**config.mk**
```make
export PLATFORM = sky130hd
export DESIGN_NAME = i2ct_queue
export DESIGN_NICKNAME = d
export VERILOG_FILES = /design/src/hdl/i2ct_pkg.sv /design/src/hdl/i2ct_queue.sv
export SDC_FILE = /design/constraint.sdc
export NUM_CORES = 1
export LEC_CHECK = 0
export BUFFER_PORTS_ARGS = -buffer_cell sky130_fd_sc_hd__buf_4
export CAP_MARGIN = 20
export CORE_MARGIN = 2
export CORE_UTILIZATION = 52
export DETAILED_ROUTE_END_ITERATION = 8
export GPL_TIMING_DRIVEN = 0
export PLACE_DENSITY = 0.83
export SLEW_MARGIN = 30
export SYNTH_ARGS = -nofsm -noshare
export SYNTH_HDL_FRONTEND = slang
export SYNTH_SLANG_ARGS = --single-unit
```
**constraint.sdc**
```tcl
create_clock -name clk_i -period 2.9 [get_ports clk_i]
set_input_delay 0.58 -clock clk_i [delete_from_list [all_inputs] [get_ports clk_i]]
set_output_delay 0.58 -clock clk_i [all_outputs]
set_load 0.02 [all_outputs]
```
**src/hdl/i2ct_pkg.sv**
```systemverilog
// Shared constants, codes and types for the I2C target register file and EEPROM back end.
// Used by the configuration interface and every module of the block except i2ct_ram; depends on nothing.
package i2ct_pkg;

  localparam int NUM_PAGES    = 4;
  localparam int PAGE_BYTES   = 256;
  localparam int EEPROM_BYTES = 8192;
  localparam int HEADER_BYTES = 64;

  localparam int PageSlots  = 4;
  localparam int PagesCap   = (NUM_PAGES < PageSlots) ? NUM_PAGES : PageSlots;
  localparam int PgAw       = $clog2(NUM_PAGES * PAGE_BYTES);
  localparam int EepAw      = $clog2(EEPROM_BYTES);
  localparam int HdrAw      = $clog2(HEADER_BYTES);
  localparam int OpAw0      = (PgAw > EepAw) ? PgAw : EepAw;
  localparam int OpAw       = (OpAw0 > HdrAw) ? OpAw0 : HdrAw;
  localparam int CfgDataW   = 36;
  localparam int QueueDepth = 2;
  localparam int QueueCntW  = $clog2(QueueDepth + 1);
  localparam int QueuePtrW  = $clog2(QueueDepth);

  localparam logic [7:0] CmdReg   = 8'hFD;
  localparam logic [7:0] HighMask = 8'h1F;
  localparam logic [7:0] NoPageId = 8'hFF;
  localparam logic [7:0] ZeroByte = 8'h00;

  typedef enum logic [2:0] {
    FN_START_PRI,
    FN_START_SEC,
    FN_RECEIVE,
    FN_TRANSMIT,
    FN_STOP,
    FN_HOST_WR,
    FN_HOST_RD
  } func_e;

  typedef enum logic [1:0] {
    TGT_HEADER,
    TGT_EEPROM,
    TGT_PAGE
  } host_tgt_e;

  typedef enum logic [1:0] {
    CFG_PAGE_COUNT,
    CFG_PAGE_IDS,
    CFG_PAGE_SIZES,
    CFG_EEPROM_SIZE
  } cfg_reg_e;

  typedef enum logic [1:0] {
    ST_NONE,
    ST_HEADER,
    ST_EEPROM,
    ST_PAGE
  } store_e;

  typedef struct packed {
    store_e            sel;
    logic              we;
    logic [OpAw-1:0]   addr;
    logic [7:0]        wdata;
    logic [7:0]        imm;
    logic              stored;
    logic              page_sel;
  } op_t;

  function automatic logic [PgAw-1:0] page_addr(input logic [1:0] idx, input logic [7:0] off);
    return PgAw'(idx) * PgAw'(PAGE_BYTES) + PgAw'(off);
  endfunction

endpackage

```
**src/hdl/i2ct_queue.sv**
```systemverilog
// Two-entry operation queue between the front and back ends.
// Depends on i2ct_pkg for the operation type and depth.
module i2ct_queue import i2ct_pkg::*; (
  input  logic clk_i,
  input  logic rst_ni,
  input  logic push_valid_i,
  output logic push_ready_o,
  input  op_t  push_data_i,
  output logic pop_valid_o,
  input  logic pop_ready_i,
  output op_t  pop_data_o
);

  op_t                  slot_q [QueueDepth];
  logic [QueueCntW-1:0] count_q, count_d;
  logic [QueuePtrW-1:0] wr_q, rd_q;
  logic                 push, pop;

  assign push_ready_o = (32'(count_q) < QueueDepth);
  assign pop_valid_o  = (count_q != '0);
  assign push         = push_valid_i && push_ready_o;
  assign pop          = pop_valid_o && pop_ready_i;
  assign pop_data_o   = slot_q[rd_q];

  always_comb begin
    count_d = count_q;
    if (push && !pop) begin
      count_d = count_q + QueueCntW'(1);
    end else if (pop && !push) begin
      count_d = count_q - QueueCntW'(1);
    end
  end

  always_ff @(posedge clk_i) begin
    if (push) begin
      slot_q[wr_q] <= push_data_i;
    end
  end

  always_ff @(posedge clk_i or negedge rst_ni) begin
    if (!rst_ni) begin
      count_q <= '0;
      wr_q    <= '0;
      rd_q    <= '0;
    end else begin
      count_q <= count_d;
      if (push) begin
        wr_q <= (32'(wr_q) == QueueDepth - 1) ? '0 : wr_q + QueuePtrW'(1);
      end
      if (pop) begin
        rd_q <= (32'(rd_q) == QueueDepth - 1) ? '0 : rd_q + QueuePtrW'(1);
      end
    end
  end

  a_count_bound: assert property (@(posedge clk_i) disable iff (!rst_ni)
    32'(count_q) <= QueueDepth)
    else $error("queue fill count exceeds its depth");

endmodule

```
==> results.md <==
* Status: finished, final reports clean
* Synth warnings at 0
* Post-synth EDFFs at between 60 and 70
* CTS root buf: clkbuf_8
* ANT cells at 0
* CP max stage delay at 0.37 ns
* Total iterations of the first detailed-routing run at 4
* Synth cell types at 15
* Share of layout cells above drive strength 1 at 0.593
* Mapped Cells at 123
* P&R area growth vs syn at 32.3%
* Sink Count at between 70 and 80
* Worst path cell trace: buf_6 -> buf_12 -> mux2_4 -> buf_4
* Seq cells post-synth at 72
* Remaining DRCs at 0
* I/O pins at 74
* Reg2reg setup slack at 1.18 ns
* Die width at about 77 um
* Post-cts sizing count at 0
* Relative slew slack at 0.675
* Row cnt at 26
* Post-DRT Antenna Nets at 0
* Gr usage total at 0.152
* Final min period at 2.04 ns
* Sequential share of the synthesized area at 0.766
* Filler Cell Count at ~340
* Post-synth top area share at 0.730
* Largest net degree at the start of global routing at 22
* Setup bufs post-CTS at 0
* Final core occ at 0.720
* Hpwl dp at 3080 um
* Critical-path top delay cell: dfrtp_1
* Critical path buffer and inverter count at 3
* Max layer used: met4
* Crit. End Element: output port
* Final setup margin at around 0.86 ns
* Total number of vias at 1359
* R2R depth at 3
* Worst EP arrival at 1.46 ns
* Critical Path RT at 2.32 ns
* Multi-input logic area at 589 um^2
* Iteration-0 DRC Markers at 66
* Most used DFF post-synth: edfxtp_1
* Wire length on met2 at 2410 um
* Post-synth top cells: 68 x edfxtp_1, 29 x mux2_4, 5 x mux2_2, 4 x dfrtp_1
* Post-Syn Area at 2800 um^2
* Finished Layout Cells at 284
* Final setup fails at 0
* CTS tree: yes
* Endpoints failing hold at 0
* Leakage power at 0.00149 uW
* CTS Buffer Depth at 2
* CP Class: reg -> out
* Layout Skew at approximately 0.0071 ns
* WL met3 at around 270 um
* R2R Path Start: count_q[1]$_DFFE_PN0P_
* Count leader, synth: edfxtp_1
* Sequential cell area at 2140 um^2
* Worst Hold Class: in -> async
* Worst setup path endpoint: pop_data_o[28]
* RSZ-0062 raised after global routing: no
* Worst-case vdd ir drop at 0.677 mV
* Routability cong. at 0.711
* Fin nets at between 200 and 250
* WL final at between 4000 and 5000 um
* Num CTS Buffers at 9
* Worst skew pair latency at 0.33 ns
* Max_cap viols at 0
* Hold bufs inserted after CTS at 0
* Crit path from: rd_q$_DFFE_PN0P_
* Grt ovf at 0
* Post-synthesis average cell area at roughly 23 um^2
* Pre-CTS WS at 0.914 ns
* Die Ht at 77.4 um
* Die ar. at about 6000 um^2
* Vias in the first global route at 1448
* CP Launch Type: flip-flop
* Buffers on Ports at 73
* Clock-pin slew on the worst setup and hold paths at around 0.07 ns
* Syn nets at 162
* Asr flop ratio synth at 0.0556
* Area leader, netlist: edfxtp_1
* First-pass GRT wire length at between 6000 and 7000 um
* RR Endpoint: slot_q[0][0]$_DFFE_PP_
* Initial antenna violation count at 0
* CP delay by family, top: buffers and inverters
* Peak fanout along the critical path at 10
* Final period utilization at 0.702
* Core ar. at about 5100 um^2
* Fmax at 0.491 GHz
* Worst-margin pin slew at 0.487 ns
* P per Cell Area at 1000 nW/um^2
* WL per Instance at 15.5 um
* H-tree depth at 3
* Synth top area cells: edfxtp_1 73%, mux2_4 16%, dfrtp_1 3.6%
* Vias/cell at 4.79
* Crit path depth at 4
* WL met1 at 1690 um
* Hold slack at 0.0361 ns
* # placed instances at between 200 and 300
* Slew Viols, Final at 0
* Power after layout at 3710 uW
* Initial Util at 0.544
==> cell usage in the layout (no fill, tap or decap), drive strengths merged <==
cell and count:
nand2 1, dfrtp 4, mux2 34, edfxtp 68, and2 1, nor2 1, ha 1, nor2b 2
buf 79, xnor2 3, or2 1, xor2 2, clkbuf 12, inv 1, clkinv 2, bufinv 2
==> flip-flops by register name, summed over array words and instances, names as in the netlist <==
signal   flops
count_q      2
rd_q         1
wr_q         1
slot_q      68
==> final cells by class <==
type,instances,share of cell area
Clock buffer,12,0.0365
Timing Repair Buffer,75,0.163
Inverter,1,0.00101
Multi-Input combinational cell,46,0.159
Buffer,4,0.0193
Sequential cell,72,0.579
Clock inverter,4,0.0186
Tap cell,70,0.0237
==> report_power, final <==
group          total, uW  switching (uW)  internal [uW]
registers           1430            63.1           1370
logic               1470             695            775
clock network        810             329            481
==> cells by family (layout without fill, tap and decap cells) <==
logic type / after synthesis / in the layout / share of synthesized area
DFF: 72 / 72 / 0.766
muxes: 34 / 34 / 0.176
and+or+nand+nor: 6 / 6 / 0.0116
xor gates and xnor gates: 5 / 5 / 0.0157
buffers and inverters: 5 / 96 / 0.0268
adders and majority gates: 1 / 1 / 0.00447
==> through the flow <==
stage	instance area [um^2]	setup TNS, ns
floorplan	2800	0
global placement	3430	-21.61
detailed placement	3500	0
CTS	3700	0
global route	3700	0
finish	3700	0
==> how the worst min path moves through the flow <==
| stage | endpoint | start | slack (ns) |
|---|---|---|---|
| global route | wr_q$_DFFE_PN0P_ | rst_ni | 0.01 |
| finish | wr_q$_DFFE_PN0P_ | rst_ni | 0.04 |
| floorplan | count_q[0]$_DFFE_PN0P_ | rst_ni | 0.28 |
| global placement | count_q[1]$_DFFE_PN0P_ | rst_ni | 0.37 |
| detailed placement | wr_q$_DFFE_PN0P_ | rst_ni | 0.38 |
| CTS | wr_q$_DFFE_PN0P_ | rst_ni | 0.02 |
==> layer usage <==
layer / up-vias / global-route usage
met5: - / 0
met4: 0 / 0.0696
met3: 3 / 0.0581
met2: 45 / 0.269
met1: 666 / 0.160
li1: 645 / -
(Power assumes the default switching activity.)
