[src/hdl/i2ct_pkg.sv]
// Shared constants, codes and types for the I2C target register file and EEPROM back end.
// Used by the configuration interface and every module of the block except i2ct_ram; depends on nothing.
package i2ct_pkg;

  localparam int NUM_PAGES    = 4;
  localparam int PAGE_BYTES   = 256;
  localparam int EEPROM_BYTES = 8192;
  localparam int HEADER_BYTES = 64;

  localparam int PageSlots  = 4;
  localparam int PagesCap   = (NUM_PAGES < PageSlots) ? NUM_PAGES : PageSlots;
  localparam int PgAw       = $clog2(NUM_PAGES * PAGE_BYTES);
  localparam int EepAw      = $clog2(EEPROM_BYTES);
  localparam int HdrAw      = $clog2(HEADER_BYTES);
  localparam int OpAw0      = (PgAw > EepAw) ? PgAw : EepAw;
  localparam int OpAw       = (OpAw0 > HdrAw) ? OpAw0 : HdrAw;
  localparam int CfgDataW   = 36;
  localparam int QueueDepth = 2;
  localparam int QueueCntW  = $clog2(QueueDepth + 1);
  localparam int QueuePtrW  = $clog2(QueueDepth);

  localparam logic [7:0] CmdReg   = 8'hFD;
  localparam logic [7:0] HighMask = 8'h1F;
  localparam logic [7:0] NoPageId = 8'hFF;
  localparam logic [7:0] ZeroByte = 8'h00;

  typedef enum logic [2:0] {
    FN_START_PRI,
    FN_START_SEC,
    FN_RECEIVE,
    FN_TRANSMIT,
    FN_STOP,
    FN_HOST_WR,
    FN_HOST_RD
  } func_e;

  typedef enum logic [1:0] {
    TGT_HEADER,
    TGT_EEPROM,
    TGT_PAGE
  } host_tgt_e;

  typedef enum logic [1:0] {
    CFG_PAGE_COUNT,
    CFG_PAGE_IDS,
    CFG_PAGE_SIZES,
    CFG_EEPROM_SIZE
  } cfg_reg_e;

  typedef enum logic [1:0] {
    ST_NONE,
    ST_HEADER,
    ST_EEPROM,
    ST_PAGE
  } store_e;

  typedef struct packed {
    store_e            sel;
    logic              we;
    logic [OpAw-1:0]   addr;
    logic [7:0]        wdata;
    logic [7:0]        imm;
    logic              stored;
    logic              page_sel;
  } op_t;

  function automatic logic [PgAw-1:0] page_addr(input logic [1:0] idx, input logic [7:0] off);
    return PgAw'(idx) * PgAw'(PAGE_BYTES) + PgAw'(off);
  endfunction

endpackage

[src/hdl/i2ct_item_if.sv]
// Input channel carrying one bus or host event word.
// Plain valid/ready handshake; no dependencies.
interface i2ct_item_if ();
  logic        valid;
  logic        ready;
  logic [2:0]  func;
  logic [7:0]  data;
  logic [1:0]  host_target;
  logic [1:0]  host_page;
  logic [12:0] host_addr;

  modport source (output valid, func, data, host_target, host_page, host_addr, input ready);
  modport sink   (input valid, func, data, host_target, host_page, host_addr, output ready);
endinterface

[src/hdl/i2ct_cfg_if.sv]
// Configuration write channel: register index and write data.
// Depends on i2ct_pkg for the data width.
interface i2ct_cfg_if import i2ct_pkg::*; ();
  logic                valid;
  logic                ready;
  logic [1:0]          index;
  logic [CfgDataW-1:0] data;

  modport source (output valid, index, data, input ready);
  modport sink   (input valid, index, data, output ready);
endinterface

[src/hdl/i2ct_front.sv]
// Front end: holds configuration and protocol state, classifies each event word and
// emits one store operation per word. Depends on i2ct_pkg and the channel interfaces.
module i2ct_front import i2ct_pkg::*; (
  input  logic   clk_i,
  input  logic   rst_ni,
  i2ct_item_if.sink item_i,
  i2ct_cfg_if.sink  cfg_i,
  output op_t    op_o,
  output logic   op_valid_o,
  input  logic   op_ready_i
);

  logic [2:0]  page_count_q;
  logic [31:0] page_ids_q;
  logic [35:0] page_sizes_q;
  logic [13:0] eeprom_size_q;

  logic        sec_q, sec_d;
  logic        pv_q, pv_d;
  logic [1:0]  pidx_q, pidx_d;
  logic [7:0]  ptr_q, ptr_d;
  logic        ptr_set_q, ptr_set_d;
  logic [15:0] eptr_q, eptr_d;
  logic        hi_q, hi_d;
  logic        lo_q, lo_d;

  logic        accept;
  logic [2:0]  pages_used;
  logic [8:0]  psize_raw;
  logic [8:0]  psize;
  logic [13:0] eep_lim;
  logic        access_ok;
  logic        eep_in_range;
  logic        found;
  logic [1:0]  hit_idx;
  store_e      host_sel;
  logic [OpAw-1:0] host_addr_m;
  op_t         op;

  assign accept     = item_i.valid && op_ready_i;
  assign item_i.ready = op_ready_i;
  assign cfg_i.ready  = 1'b1;

  assign pages_used   = (32'(page_count_q) > PagesCap) ? 3'(PagesCap) : page_count_q;
  assign psize_raw    = page_sizes_q[9*pidx_q +: 9];
  assign psize        = (32'(psize_raw) > PAGE_BYTES) ? 9'(PAGE_BYTES) : psize_raw;
  assign eep_lim      = (32'(eeprom_size_q) > EEPROM_BYTES) ? 14'(EEPROM_BYTES) : eeprom_size_q;
  assign access_ok    = pv_q && (32'(pidx_q) < NUM_PAGES) && ({1'b0, ptr_q} < psize);
  assign eep_in_range = eptr_q < {2'b00, eep_lim};

  always_comb begin
    found   = 1'b0;
    hit_idx = pidx_q;
    for (int i = 0; i < PageSlots; i++) begin
      if ((i < 32'(pages_used)) && (page_ids_q[8*i +: 8] == item_i.data)) begin
        found   = 1'b1;
        hit_idx = 2'(i);
      end
    end
  end

  always_comb begin
    host_sel    = ST_NONE;
    host_addr_m = '0;
    case (item_i.host_target)
      TGT_HEADER: begin
        if (32'(item_i.host_addr) < HEADER_BYTES) begin
          host_sel    = ST_HEADER;
          host_addr_m = OpAw'(item_i.host_addr[HdrAw-1:0]);
        end
      end
      TGT_EEPROM: begin
        if (32'(item_i.host_addr) < EEPROM_BYTES) begin
          host_sel    = ST_EEPROM;
          host_addr_m = OpAw'(item_i.host_addr[EepAw-1:0]);
        end
      end
      TGT_PAGE: begin
        if ((32'(item_i.host_page) < NUM_PAGES) && (32'(item_i.host_addr) < PAGE_BYTES)) begin
          host_sel    = ST_PAGE;
          host_addr_m = OpAw'(page_addr(item_i.host_page, item_i.host_addr[7:0]));
        end
      end
      default: ;
    endcase
  end

  always_comb begin
    sec_d     = sec_q;
    pv_d      = pv_q;
    pidx_d    = pidx_q;
    ptr_d     = ptr_q;
    ptr_set_d = ptr_set_q;
    eptr_d    = eptr_q;
    hi_d      = hi_q;
    lo_d      = lo_q;
    op        = '0;
    op.sel    = ST_NONE;
    op.wdata  = item_i.data;
    op.imm    = ZeroByte;
    case (item_i.func)
      FN_START_PRI: begin
        sec_d     = 1'b0;
        ptr_set_d = 1'b0;
      end
      FN_START_SEC: begin
        sec_d = 1'b1;
        if (hi_q && !lo_q) begin
          eptr_d = eptr_q | {8'h00, item_i.data};
          lo_d   = 1'b1;
        end else begin
          hi_d = 1'b0;
          lo_d = 1'b0;
        end
      end
      FN_RECEIVE: begin
        if (sec_q) begin
          if (!hi_q) begin
            eptr_d = {3'b000, item_i.data[4:0] & HighMask[4:0], 8'h00};
            hi_d   = 1'b1;
          end else if (!lo_q) begin
            eptr_d = eptr_q | {8'h00, item_i.data};
            lo_d   = 1'b1;
          end else begin
            if (eep_in_range) begin
              op.sel    = ST_EEPROM;
              op.we     = 1'b1;
              op.addr   = OpAw'(eptr_q[EepAw-1:0]);
              op.stored = 1'b1;
            end
            eptr_d = eptr_q + 16'd1;
          end
        end else if (!ptr_set_q) begin
          ptr_d     = item_i.data;
          ptr_set_d = 1'b1;
        end else if (ptr_q == CmdReg) begin
          pv_d = found;
          if (found) begin
            pidx_d = hit_idx;
            ptr_d  = 8'h00;
          end
        end else if (access_ok) begin
          op.sel    = ST_PAGE;
          op.we     = 1'b1;
          op.addr   = OpAw'(page_addr(pidx_q, ptr_q));
          op.stored = 1'b1;
          ptr_d     = ptr_q + 8'd1;
        end
      end
      FN_TRANSMIT: begin
        if (sec_q) begin
          if (eep_in_range) begin
            if (32'(eptr_q) < HEADER_BYTES) begin
              op.sel  = ST_HEADER;
              op.addr = OpAw'(eptr_q[HdrAw-1:0]);
            end else begin
              op.sel  = ST_EEPROM;
              op.addr = OpAw'(eptr_q[EepAw-1:0]);
            end
          end
          eptr_d = eptr_q + 16'd1;
        end else if (ptr_q == CmdReg) begin
          op.imm = pv_q ? page_ids_q[8*pidx_q +: 8] : NoPageId;
        end else if (access_ok) begin
          op.sel  = ST_PAGE;
          op.addr = OpAw'(page_addr(pidx_q, ptr_q));
          ptr_d   = ptr_q + 8'd1;
        end
      end
      FN_HOST_WR: begin
        op.sel  = host_sel;
        op.addr = host_addr_m;
        op.we   = 1'b1;
      end
      FN_HOST_RD: begin
        op.sel  = host_sel;
        op.addr = host_addr_m;
      end
      default: ;
    endcase
    op.page_sel = pv_d;
  end

  assign op_o       = op;
  assign op_valid_o = item_i.valid;

  always_ff @(posedge clk_i or negedge rst_ni) begin
    if (!rst_ni) begin
      page_count_q  <= '0;
      page_ids_q    <= '0;
      page_sizes_q  <= '0;
      eeprom_size_q <= '0;
    end else if (cfg_i.valid) begin
      case (cfg_i.index)
        CFG_PAGE_COUNT:  page_count_q  <= cfg_i.data[2:0];
        CFG_PAGE_IDS:    page_ids_q    <= cfg_i.data[31:0];
        CFG_PAGE_SIZES:  page_sizes_q  <= cfg_i.data[35:0];
        CFG_EEPROM_SIZE: eeprom_size_q <= cfg_i.data[13:0];
        default: ;
      endcase
    end
  end

  always_ff @(posedge clk_i or negedge rst_ni) begin
    if (!rst_ni) begin
      sec_q     <= 1'b0;
      pv_q      <= 1'b0;
      pidx_q    <= '0;
      ptr_q     <= '0;
      ptr_set_q <= 1'b0;
      eptr_q    <= '0;
      hi_q      <= 1'b0;
      lo_q      <= 1'b0;
    end else if (accept) begin
      sec_q     <= sec_d;
      pv_q      <= pv_d;
      pidx_q    <= pidx_d;
      ptr_q     <= ptr_d;
      ptr_set_q <= ptr_set_d;
      eptr_q    <= eptr_d;
      hi_q      <= hi_d;
      lo_q      <= lo_d;
    end
  end

endmodule

[src/flat_wrapper.sv]
// flat-port wrapper written by rule: the top's interface ports become plain ports
module i2ct_front_flat import i2ct_pkg::*;
  (clk_i, rst_ni, op_o, op_valid_o, op_ready_i, item_i_valid, item_i_func, item_i_data, item_i_host_target, item_i_host_page, item_i_host_addr, item_i_ready, cfg_i_valid, cfg_i_index, cfg_i_data, cfg_i_ready);
  i2ct_item_if item_i_i ();
  i2ct_cfg_if cfg_i_i ();
  input  logic clk_i;
  input  logic rst_ni;
  output op_t op_o;
  output logic op_valid_o;
  input  logic op_ready_i;
  input wire logic [$bits(item_i_i.valid)-1:0] item_i_valid;
  input wire logic [$bits(item_i_i.func)-1:0] item_i_func;
  input wire logic [$bits(item_i_i.data)-1:0] item_i_data;
  input wire logic [$bits(item_i_i.host_target)-1:0] item_i_host_target;
  input wire logic [$bits(item_i_i.host_page)-1:0] item_i_host_page;
  input wire logic [$bits(item_i_i.host_addr)-1:0] item_i_host_addr;
  output wire logic [$bits(item_i_i.ready)-1:0] item_i_ready;
  input wire logic [$bits(cfg_i_i.valid)-1:0] cfg_i_valid;
  input wire logic [$bits(cfg_i_i.index)-1:0] cfg_i_index;
  input wire logic [$bits(cfg_i_i.data)-1:0] cfg_i_data;
  output wire logic [$bits(cfg_i_i.ready)-1:0] cfg_i_ready;
  assign item_i_i.valid = item_i_valid;
  assign item_i_i.func = item_i_func;
  assign item_i_i.data = item_i_data;
  assign item_i_i.host_target = item_i_host_target;
  assign item_i_i.host_page = item_i_host_page;
  assign item_i_i.host_addr = item_i_host_addr;
  assign item_i_ready = item_i_i.ready;
  assign cfg_i_i.valid = cfg_i_valid;
  assign cfg_i_i.index = cfg_i_index;
  assign cfg_i_i.data = cfg_i_data;
  assign cfg_i_ready = cfg_i_i.ready;
  i2ct_front u_core (.clk_i(clk_i), .rst_ni(rst_ni), .item_i(item_i_i), .cfg_i(cfg_i_i), .op_o(op_o), .op_valid_o(op_valid_o), .op_ready_i(op_ready_i));
endmodule
[config.mk]
export PLATFORM = sky130hd
export DESIGN_NAME = i2ct_front_flat
export DESIGN_NICKNAME = d
export VERILOG_FILES = /design/src/hdl/i2ct_pkg.sv /design/src/hdl/i2ct_item_if.sv /design/src/hdl/i2ct_cfg_if.sv /design/src/hdl/i2ct_front.sv /design/src/flat_wrapper.sv
export SDC_FILE = /design/constraint.sdc
export NUM_CORES = 1
export LEC_CHECK = 0
export BUFFER_PORTS_ARGS = -buffer_cell sky130_fd_sc_hd__buf_2
export CORE_ASPECT_RATIO = 0.75
export CORE_MARGIN = 3
export CORE_UTILIZATION = 58
export DETAILED_ROUTE_END_ITERATION = 8
export HOLD_SLACK_MARGIN = 0.05
export PLACE_DENSITY_LB_ADDON = 0.25
export SKIP_CTS_REPAIR_TIMING = 1
export SYNTH_ARGS = -nofsm -noshare
export SYNTH_HDL_FRONTEND = slang
export SYNTH_SLANG_ARGS = --single-unit
[constraint.sdc]
create_clock -name clk_i -period 4.62 [get_ports clk_i]
set_clock_uncertainty 0.1 [all_clocks]
set_input_delay 0.924 -clock clk_i [delete_from_list [all_inputs] [get_ports clk_i]]
set_output_delay 0.924 -clock clk_i [all_outputs]
set_load 0.02 [all_outputs]
==> flow_results.xml <==
<?xml version="1.0" encoding="UTF-8"?>
<metrics>
  <group name="place">
    <metric name="portbufs" unit="">106</metric>
    <metric name="placedCellCount" unit="">908</metric>
    <metric name="routabilityCongestion" unit="">0.968</metric>
    <metric name="dpl_worst_slack" unit="ns">0.364</metric>
    <metric name="dpl.hpwl" unit="µm">15300</metric>
    <metric name="post_dp_cell_area" unit="µm²">7760</metric>
  </group>
  <group name="logic_synthesis">
    <metric name="synthCells" unit="">682</metric>
    <metric name="synth_cell_types" unit="">67</metric>
    <metric name="synthesis.area" unit="µm²">7230</metric>
    <metric name="synth-seq-cells" unit="">116</metric>
    <metric name="yosysTopAreaCell" unit="">dfrtp_1</metric>
    <metric name="synth_area_per_cell" unit="µm²">10.6</metric>
    <metric name="synth-main-ff-cell" unit="">dfrtp_1</metric>
    <metric name="yosysWarningCount" unit="">0</metric>
    <metric name="asyncSetResetFlopFracSynth" unit="">1.00</metric>
    <metric name="mappedNetlistNets" unit="">777</metric>
    <metric name="synth_enable_flop_cells" unit="">0</metric>
    <metric name="synth_largest_type_area_fraction" unit="">0.402</metric>
    <metric name="synth-seq-area-share" unit="">0.402</metric>
    <metric name="synth.top_cells.by_area" unit="">dfrtp_1 40%, mux2_2 14%, ha_1 4.2%, mux4_2 3.1%, xnor2_1 2.9%</metric>
  </group>
  <group name="floorplanning">
    <metric name="fp.dieArea" unit="µm²">13800</metric>
    <metric name="std_cell_rows" unit="">34</metric>
    <metric name="design.core.area" unit="µm²">11900</metric>
    <metric name="pin_count" unit="">108</metric>
    <metric name="fp.dieW" unit="µm">135</metric>
    <metric name="die_y_extent" unit="µm">103</metric>
    <metric name="initial_core_util" unit="">0.609</metric>
  </group>
  <group name="power">
    <metric name="leakage" unit="nW">3.69</metric>
    <metric name="finalPower" unit="mW">3.44</metric>
    <metric name="power.ir.vdd_worst" unit="mV">0.325</metric>
    <metric name="areal_power_density_over_the_cells" unit="nW/µm²">410</metric>
  </group>
  <group name="setup_path">
    <metric name="timing_worst_setup_path_type" unit="">reg2out</metric>
    <metric name="critical_path_launch_point_type" unit="">register</metric>
    <metric name="required" unit="ns">3.60</metric>
    <metric name="crit_fanout" unit="">8</metric>
    <metric name="worstPathArrival" unit="ns">3.53</metric>
    <metric name="critical_path.endpoint_type" unit="">output port</metric>
  </group>
  <group name="sta">
    <metric name="layout_worst_path_cycle_share" unit="">0.986</metric>
    <metric name="finalHoldViolCount" unit="">0</metric>
    <metric name="max_clock_freq" unit="MHz">220</metric>
    <metric name="worstMarginPinSlew" unit="ns">0.752</metric>
    <metric name="slew_viol_final" unit="">0</metric>
    <metric name="setup_tns" unit="ns">0</metric>
    <metric name="fin_ws" unit="ns">0.0648</metric>
    <metric name="setup-violations-final" unit="">0</metric>
    <metric name="max_slew_margin" unit="">0.497</metric>
    <metric name="holdWs" unit="ns">0.396</metric>
    <metric name="clock_period_minus_final_worst_setup_slack" unit="ns">4.56</metric>
  </group>
  <group name="routing">
    <metric name="route.antenna.remaining_nets" unit="">0</metric>
    <metric name="drt_wl_total" unit="µm">21500</metric>
    <metric name="wl_per_cell" unit="µm">22.9</metric>
    <metric name="drt-pass1-iter-count" unit="">6</metric>
    <metric name="dr.first_iter.drc_count" unit="">645</metric>
    <metric name="route.vias.total" unit="">6206</metric>
    <metric name="detail_route.drc_violations" unit="">0</metric>
    <metric name="route.detailed.vias_per_inst" unit="">6.59</metric>
  </group>
  <group name="cells_and_area">
    <metric name="final_area" unit="µm²">8380</metric>
    <metric name="flow.area_growth_from_synthesis" unit="%">16.0</metric>
    <metric name="layoutNonFillerInstCount" unit="">942</metric>
    <metric name="layout.nets" unit="">863</metric>
    <metric name="postLayoutCoreUtil" unit="">0.706</metric>
    <metric name="antenna_cells" unit="">0</metric>
    <metric name="drive_above_1_share" unit="">0.338</metric>
    <metric name="n_fill_cell" unit="">876</metric>
  </group>
  <group name="grt">
    <metric name="groute.usage.overall" unit="">0.315</metric>
    <metric name="grt_remaining_overflow" unit="">0</metric>
    <metric name="grt_pass1_vias" unit="">6052</metric>
    <metric name="grt_max_degree" unit="">56</metric>
    <metric name="antenna_found_initial" unit="">0</metric>
    <metric name="grt_first_pass_wirelength" unit="µm">33400</metric>
  </group>
  <group name="flow_run">
    <metric name="cap_violations" unit="">0</metric>
  </group>
  <group name="status">
    <metric name="status" unit="">finished, final reports clean</metric>
  </group>
  <group name="clock_tree">
    <metric name="clock_tree.buffer_depth" unit="">2</metric>
    <metric name="cts_buffers" unit="">17</metric>
    <metric name="tritoncts_clock_tree" unit="">yes</metric>
    <metric name="htree_depth" unit="">4</metric>
    <metric name="clockRootBuffer" unit="">clkbuf_16</metric>
    <metric name="cts.sinks" unit="">116</metric>
    <metric name="clock_latency" unit="ns">0.41</metric>
    <metric name="clkTransAtPathRegs" unit="ns">0.06</metric>
  </group>
  <group name="hold_path">
    <metric name="worstHoldPathType" unit="">reg2reg</metric>
  </group>
</metrics>
==> layer usage <==
metal | global-route usage | routed length (µm)
met1 | 0.445 | 9040
met2 | 0.477 | 9560
met3 | 0.0961 | 2470
met4 | 0.0900 | 475
met5 | 0 | 0
==> registers in the layout (all words and copies together), names as in the netlist, 2 cells and up <==
signal and count:
u_core.page_count_q 3, u_core.pidx_q 2, u_core.ptr_q 8, u_core.eptr_q 16, u_core.eeprom_size_q 14, u_core.page_ids_q 32, u_core.page_sizes_q 36
==> layout by cell type, fill, tap and decap left out, types with 3 or more instances in the layout <==
master and n:
a22o_1 5, a21oi_1 33, clkinv_4 4, o21ai_0 30, and2_1 6, xnor2_1 24, clkbuf_16 17, nand3b_1 3
a22oi_1 11, or3_1 6, a21o_1 8, inv_1 15, nand2b_1 6, nor4b_1 4, nand4_1 9, nand3_1 18
buf_4 14, o21a_1 3, a32oi_1 3, xor2_1 10, dfrtp_1 116, mux4_2 10, inv_6 3, and4_1 3
ha_1 24, or4_1 4, a221o_1 11, clkinvlp_4 3, or2_2 4, nor4_1 11, nor3_1 22, mux4_1 6
nand2_1 52, buf_2 105, nor2_1 32, and3_1 4, o31ai_1 4, mux2_2 88
==> worst max-delay path, cell delays in order (launching register included) <==
cell,delay [ns]
dfrtp_1,0.62
buf_4,0.24
mux4_1,0.30
nand2_1,0.11
ha_1,0.17
nand3_1,0.14
nor4b_4,0.58
nor3b_4,0.13
o2111a_1,0.24
or3_1,0.41
buf_2,0.17
==> report_power, final <==
| part | internal, mW | switching (mW) | total (mW) |
|---|---|---|---|
| Clock | 0.796 | 0.500 | 1.30 |
| Combinational | 0.363 | 0.367 | 0.730 |
| Sequential | 1.18 | 0.226 | 1.41 |
==> final cells by class <==
type,count,area (µm²),area share
sequential,116,2900,0.346
inverter,15,56.3,0.00672
multi-input combinational,499,4010,0.479
timing repair buffer,119,631,0.0752
tap,162,203,0.0242
clock inverter,14,154,0.0184
clock buffer,17,425,0.0507
==> synthesized netlist by cell type (4+ instances only) <==
cell type  count
dfrtp_1      116
mux2_2        88
nand2_1       52
a21oi_1       34
nor2_1        33
o21ai_0       30
clkbuf_1      25
ha_1          24
xnor2_1       24
nor3_1        22
nand3_1       18
inv_1         15
buf_4         12
a221o_1       11
a22oi_1       11
nor4_1        11
buf_2         10
mux4_2        10
xor2_1        10
nand4_1        9
a21o_1         8
and2_1         6
mux4_1         6
nand2b_1       6
or3_1          6
a22o_1         5
and3_1         4
nor4b_1        4
o31ai_1        4
or2_2          4
or4_1          4
==> cells by family after synthesis <==
family / after synthesis / synth area share
multiplexers: 107 / 0.195
AO/OA/AOI/OAI: 138 / 0.131
XOR/XNOR: 34 / 0.0412
buffers and inverters: 68 / 0.0464
flip-flops: 116 / 0.402
adder cells (fa/ha/maj): 24 / 0.0416
other: 1 / 0.000519
AND/OR/NAND/NOR: 194 / 0.142
==> final timing paths <==
check                                                    start                             endpoint  slack [ns]  cells past startpoint
setup / recovery                  u_core.pidx_q[1]$_DFFE_PN0P_                             op_o[32]        0.06                     10
hold / removal             u_core.page_sizes_q[11]$_DFFE_PN0P_  u_core.page_sizes_q[11]$_DFFE_PN0P_        0.40                      1
setup reg to reg                  u_core.pidx_q[1]$_DFFE_PN0P_          u_core.ptr_q[5]$_DFFE_PN0P_        1.25                     10
hold reg to reg            u_core.page_sizes_q[11]$_DFFE_PN0P_  u_core.page_sizes_q[11]$_DFFE_PN0P_        0.40                      1
max in group asynchronous                               rst_ni   u_core.page_count_q[0]$_DFFE_PN0P_        3.02                      2
min in group asynchronous                               rst_ni          u_core.ptr_q[3]$_DFFE_PN0P_        0.46                      1
(Power assumes the default switching activity.)
